===== src/design/gf2m_ram.sv =====
// Generic simple dual-port RAM: one write port, one registered read port.
// No dependencies.
`timescale 1ns / 1ps

module gf2m_ram #(
    parameter int WIDTH = 8,
    parameter int DEPTH = 256
) (
    input  logic                     i_clk,
    input  logic                     i_we,
    input  logic [$clog2(DEPTH)-1:0] i_waddr,
    input  logic [WIDTH-1:0]         i_wdata,
    input  logic [$clog2(DEPTH)-1:0] i_raddr,
    output logic [WIDTH-1:0]         o_rdata
);

    logic [WIDTH-1:0] r_mem [DEPTH];
    logic [WIDTH-1:0] r_rdata;

    always_ff @(posedge i_clk) begin
        if (i_we) begin
            r_mem[i_waddr] <= i_wdata;
        end
        r_rdata <= r_mem[i_raddr];
    end

    assign o_rdata = r_rdata;

endmodule


===== config.mk =====
export PLATFORM = sky130hd
export DESIGN_NAME = gf2m_ram
export DESIGN_NICKNAME = d
export VERILOG_FILES = /design/src/design/gf2m_ram.sv
export SDC_FILE = /design/constraint.sdc
export NUM_CORES = 2
export LEC_CHECK = 0
export BUFFER_PORTS_ARGS = -buffer_cell sky130_fd_sc_hd__buf_4
export CAP_MARGIN = 0
export CORE_MARGIN = 3
export CORE_UTILIZATION = 40
export CTS_CLUSTER_SIZE = 20
export DETAILED_ROUTE_END_ITERATION = 8
export GPL_TIMING_DRIVEN = 1
export HOLD_SLACK_MARGIN = 0.15
export SLEW_MARGIN = 25
export SYNTH_ARGS = -nofsm -noshare
export SYNTH_HDL_FRONTEND = slang
export SYNTH_SLANG_ARGS = --single-unit

===== constraint.sdc =====
create_clock -name i_clk -period 3.6 [get_ports i_clk]
set_input_delay 0 -clock i_clk [delete_from_list [all_inputs] [get_ports i_clk]]
set_output_delay 0 -clock i_clk [all_outputs]
set_load 0.05 [all_outputs]

==> results by stage <==
Run status:
- The flow ran to the end, and the final reports show no timing, DRC or antenna violations.

Drt:
- Before antenna repair, the detailed router went through 5 iterations.
- The residual DRC count is 0.
- The final wirelength is 203000 um.
- The detailed-route via count is 39379.
- The DRC marker count from the first detailed-route iteration is 4821.
- Once detail routing completed, the nets flagged for antenna violations numbered 0.
- The routed wire length per instance is 29.9 um.
- Using the TritonRoute via totals, the vias-per-cell ratio works out to 5.79.

Layout:
- The fraction of the core area covered by cells at the end of the flow is 45.9%.
- In the final design database the tool counted 4012 nets.
- The count of cells in the finished layout, fillers not included, comes to 6807.
- Summing all flip-flop and latch instances after layout gives 61700 um2.
- Compared with the post-synthesis result, the final layout area differs by 14.0%.
- The share of cells above drive strength 1 is 24.5%.
- The finished cells cover 90700 um2.
- The area occupied by multi-input gates is 16500 um2.
- The filler cells instantiated in the layout total 16407.

STA:
- For the pin with the worst max-slew slack, the measured transition is 1050 ps.
- The total setup violations reported at the end of the flow is 0.
- The share of the clock period used by the worst path after layout is 76.5%.
- The number of max-slew violations in the final report is 0.
- The time the final worst path needs with I/O delays and setup is 2750 ps.
- The number of endpoints with negative hold slack in the final report is 0.
- Adding up every negative setup slack in the final design gives 0 ps.
- The worst clock skew on the final layout is 33.9 ps.
- The headroom to the max-slew limit is 29.5%.
- Setup repair after global routing left no endpoint under its margin.
- The achievable clock frequency is 363 MHz.

Clock tree:
- Once the clock tree was built, the setup fixing pass inserted 0 buffers.
- Once the clock tree was built, the resizer swapped 0 gates to a different size.
- The later pin in the worst-skew pair is clocked with a latency of 830 ps.
- In this run the deepest clock path goes through 3 buffers.
- The H-tree was split into 4 levels.
- TritonCTS created 205 clock buffers.
- The CTS tree is built.
- The sink count of the clock tree is 2056.
- The clock-pin slew on the worst setup and hold paths is 60 ps.
- The root buffer cell chosen for the clock tree is sky130_fd_sc_hd__clkbuf_16.

Global routing:
- Global routing used 19.8% of the available tracks.
- The number of global-route vias before repair is 39456.
- Global routing finished with a remaining overflow of 0.
- The initial antenna violation count was 12.
- Entering global routing, the biggest net connects 120 pins.
- The wire length of the first global-routing pass is 293000 um.

Worst setup path:
- Walking the worst path, the cells encountered are mux4_2, a22o_1, a221oi_1, o32ai_1, nor3_1, nor4_1.
- The critical path contains buffers and inverters numbering 0 combined.
- The worst setup path is captured at a register.
- The critical path in this run is classified as reg -> reg.
- The family of cells with the greatest summed delay on the critical path is compound AO/OA/AOI/OAI gates.
- The slowest stage of the critical path belongs to the cell sky130_fd_sc_hd__nor3_1.
- The worst stage delay on the critical path is 660 ps.
- For the worst setup path, the data arrival time is 3440 ps.
- STA classifies the critical path startpoint as a register.
- Along the worst path, the maximum fanout reaches 1.
- Data on the critical path is required at its endpoint by 4280 ps.
- The worst register-to-register path has a setup slack of 850 ps.

Placed design:
- Port buffering added 33 buffers.
- The placer's final routability congestion estimate is 0.823.
- The half-perimeter wire length after placement is 125000 um.
- The total instance count after detailed placement is 6394.
- The cell area reported after detailed placement is 83900 um2.

Power:
- IR analysis of the VDD net gives a maximum drop of 0.000516 V.
- The leakage power summed over all cells is 28.0 nW.
- The power per unit of standard cell area is 550 nW/um2.

Logic synthesis:
- In this run, synthesis produced a sequential element count of 2056.
- For this run, asynchronously set or reset flops after synthesis account for 0%.
- The largest total area in the synthesized netlist belongs to sky130_fd_sc_hd__edfxtp_1.
- The dominant register cell in the synthesized netlist is sky130_fd_sc_hd__edfxtp_1.
- After synthesis, the largest area contributor takes up 77.3% of total cell area.
- The sequential area share after synthesis is 77.5%.
- After synthesis the cells add up to 79600 um2.
- Synthesis handed over a netlist of 3733 instances.
- The synthesized netlist net count is 3759.
- The Yosys step of the flow raised 0 warnings.
- The average footprint of a synthesized cell is 21.3 um2.
- Counting flops with a built-in enable in the synthesized netlist gives 2048.
- After synthesis, the most frequently instantiated cells are sky130_fd_sc_hd__edfxtp_1, sky130_fd_sc_hd__mux4_2, sky130_fd_sc_hd__nor2_1.
- The most numerous cell in the Yosys netlist is sky130_fd_sc_hd__edfxtp_1.
- After synthesis, the cell types taking the most area are sky130_fd_sc_hd__edfxtp_1, sky130_fd_sc_hd__mux4_2, sky130_fd_sc_hd__mux2i_1.
- The unique cell type count in the Yosys netlist is 55.

Die:
- The die span in y is 452 um.
- The effective utilization at floorplan is 40.3%.
- The horizontal die dimension is 452 um.
- The die covers 204000 um2.
- 34 I/O pins were placed.
- The number of core rows is 163.
- The placeable core region is 198000 um2.

Worst hold path:
- The classification of the worst-slack hold path is in -> reg.

Job:
- The max capacitance violation total is 0.
## cells by family (layout without fill, tap and decap cells)
| group | count (synthesis) | in the layout | share of synthesized area (%) |
|---|---|---|---|
| compound gates | 385 | 385 | 3.42 |
| buf+inv | 235 | 665 | 1.83 |
| flops | 2056 | 2056 | 77.5 |
| mux | 591 | 591 | 14.6 |
| other cells | 0 | 4 | 0 |
| simple gates | 466 | 466 | 2.63 |
## cells in the final DEF, fill, tap and decap left out, drive strengths merged, types with 6 or more instances in the layout
cell | synthesis | final
edfxtp | 2048 | 2048
mux2i | 134 | 134
o211ai | 10 | 10
nor4 | 27 | 27
nor2b | 31 | 31
nor2 | 282 | 282
o22ai | 28 | 28
bufinv | 0 | 16
o221ai | 47 | 47
buf | 122 | 254
a22oi | 133 | 133
inv | 1 | 7
clkinv | 1 | 109
dlygate4sd3 | 0 | 25
a221oi | 14 | 14
a22o | 8 | 8
o21ai | 12 | 12
nand2b | 8 | 8
nand4 | 10 | 10
a21oi | 96 | 96
clkbuf | 111 | 252
mux4 | 456 | 456
nand3 | 34 | 34
nor3 | 22 | 22
a211oi | 16 | 16
and2 | 6 | 6
dfxtp | 8 | 8
nand2 | 33 | 33
## path summary, 6_finish.rpt
| path | startpoint | to | cells past startpoint |
|---|---|---|---|
| setup / recovery | r_mem[83][5] | o_rdata[5] | 6 |
| hold / removal | i_wdata[1] | r_mem[230][1] | 2 |
| setup reg to reg | r_mem[83][5] | o_rdata[5] | 6 |
| hold reg to reg | r_mem[78][4] | o_rdata[4] | 5 |
## registers in the layout, summed over array words and instances, names as in the netlist
register  flops
o_rdata       8
r_mem      2048
## through the flow
stage	setup slack, ps	power [mW]	hold slack (ps)
6_report	846	49.9	214
5_1_grt	769	51.3	221
4_1_cts	778	50.2	192
3_5_place_dp	78.5	29.5	507
3_3_place_gp	9.35	29.5	493
2_1_floorplan	1660	28.3	98.9
## final cells by class
type,count,share of cell area [%]
multi-input combinational,1442,18.2
antenna,4,0.0110
tap,2640,3.64
inverter,2,0.00828
clock buffer,252,5.90
sequential,2056,68.0
timing repair buffer,279,2.94
clock inverter,132,1.33
## routing by layer
layer	global-route usage (%)	routed length, um	vias to the layer above
li1	-	-	16223
met1	28.4	85200	21271
met2	31.6	98700	1628
met3	3.36	14800	257
met4	5.06	4720	0
met5	0	0	-
## where the power goes
part | leakage [nW] | total [mW] | internal [mW] | switching [mW]
clock network | 3.21 | 20.9 | 11.7 | 9.13
logic | 6.34 | 2.55 | 0.891 | 1.66
registers | 18.5 | 26.4 | 26.4 | 0.0495
## repair_timing
action                                   CTS  global route
hold buffers                              25             0
hold endpoints to repair                2853             0
endpoints found under the setup margin     0             0
## worst register-to-register path, delay by kind of cell (launching register included)
| family | cells | cell delay, ps |
|---|---|---|
| compound gates | 3 | 950 |
| simple gates | 2 | 810 |
| mux | 1 | 480 |
| flops | 1 | 360 |
Note: power is estimated with default switching activity, not from simulation.
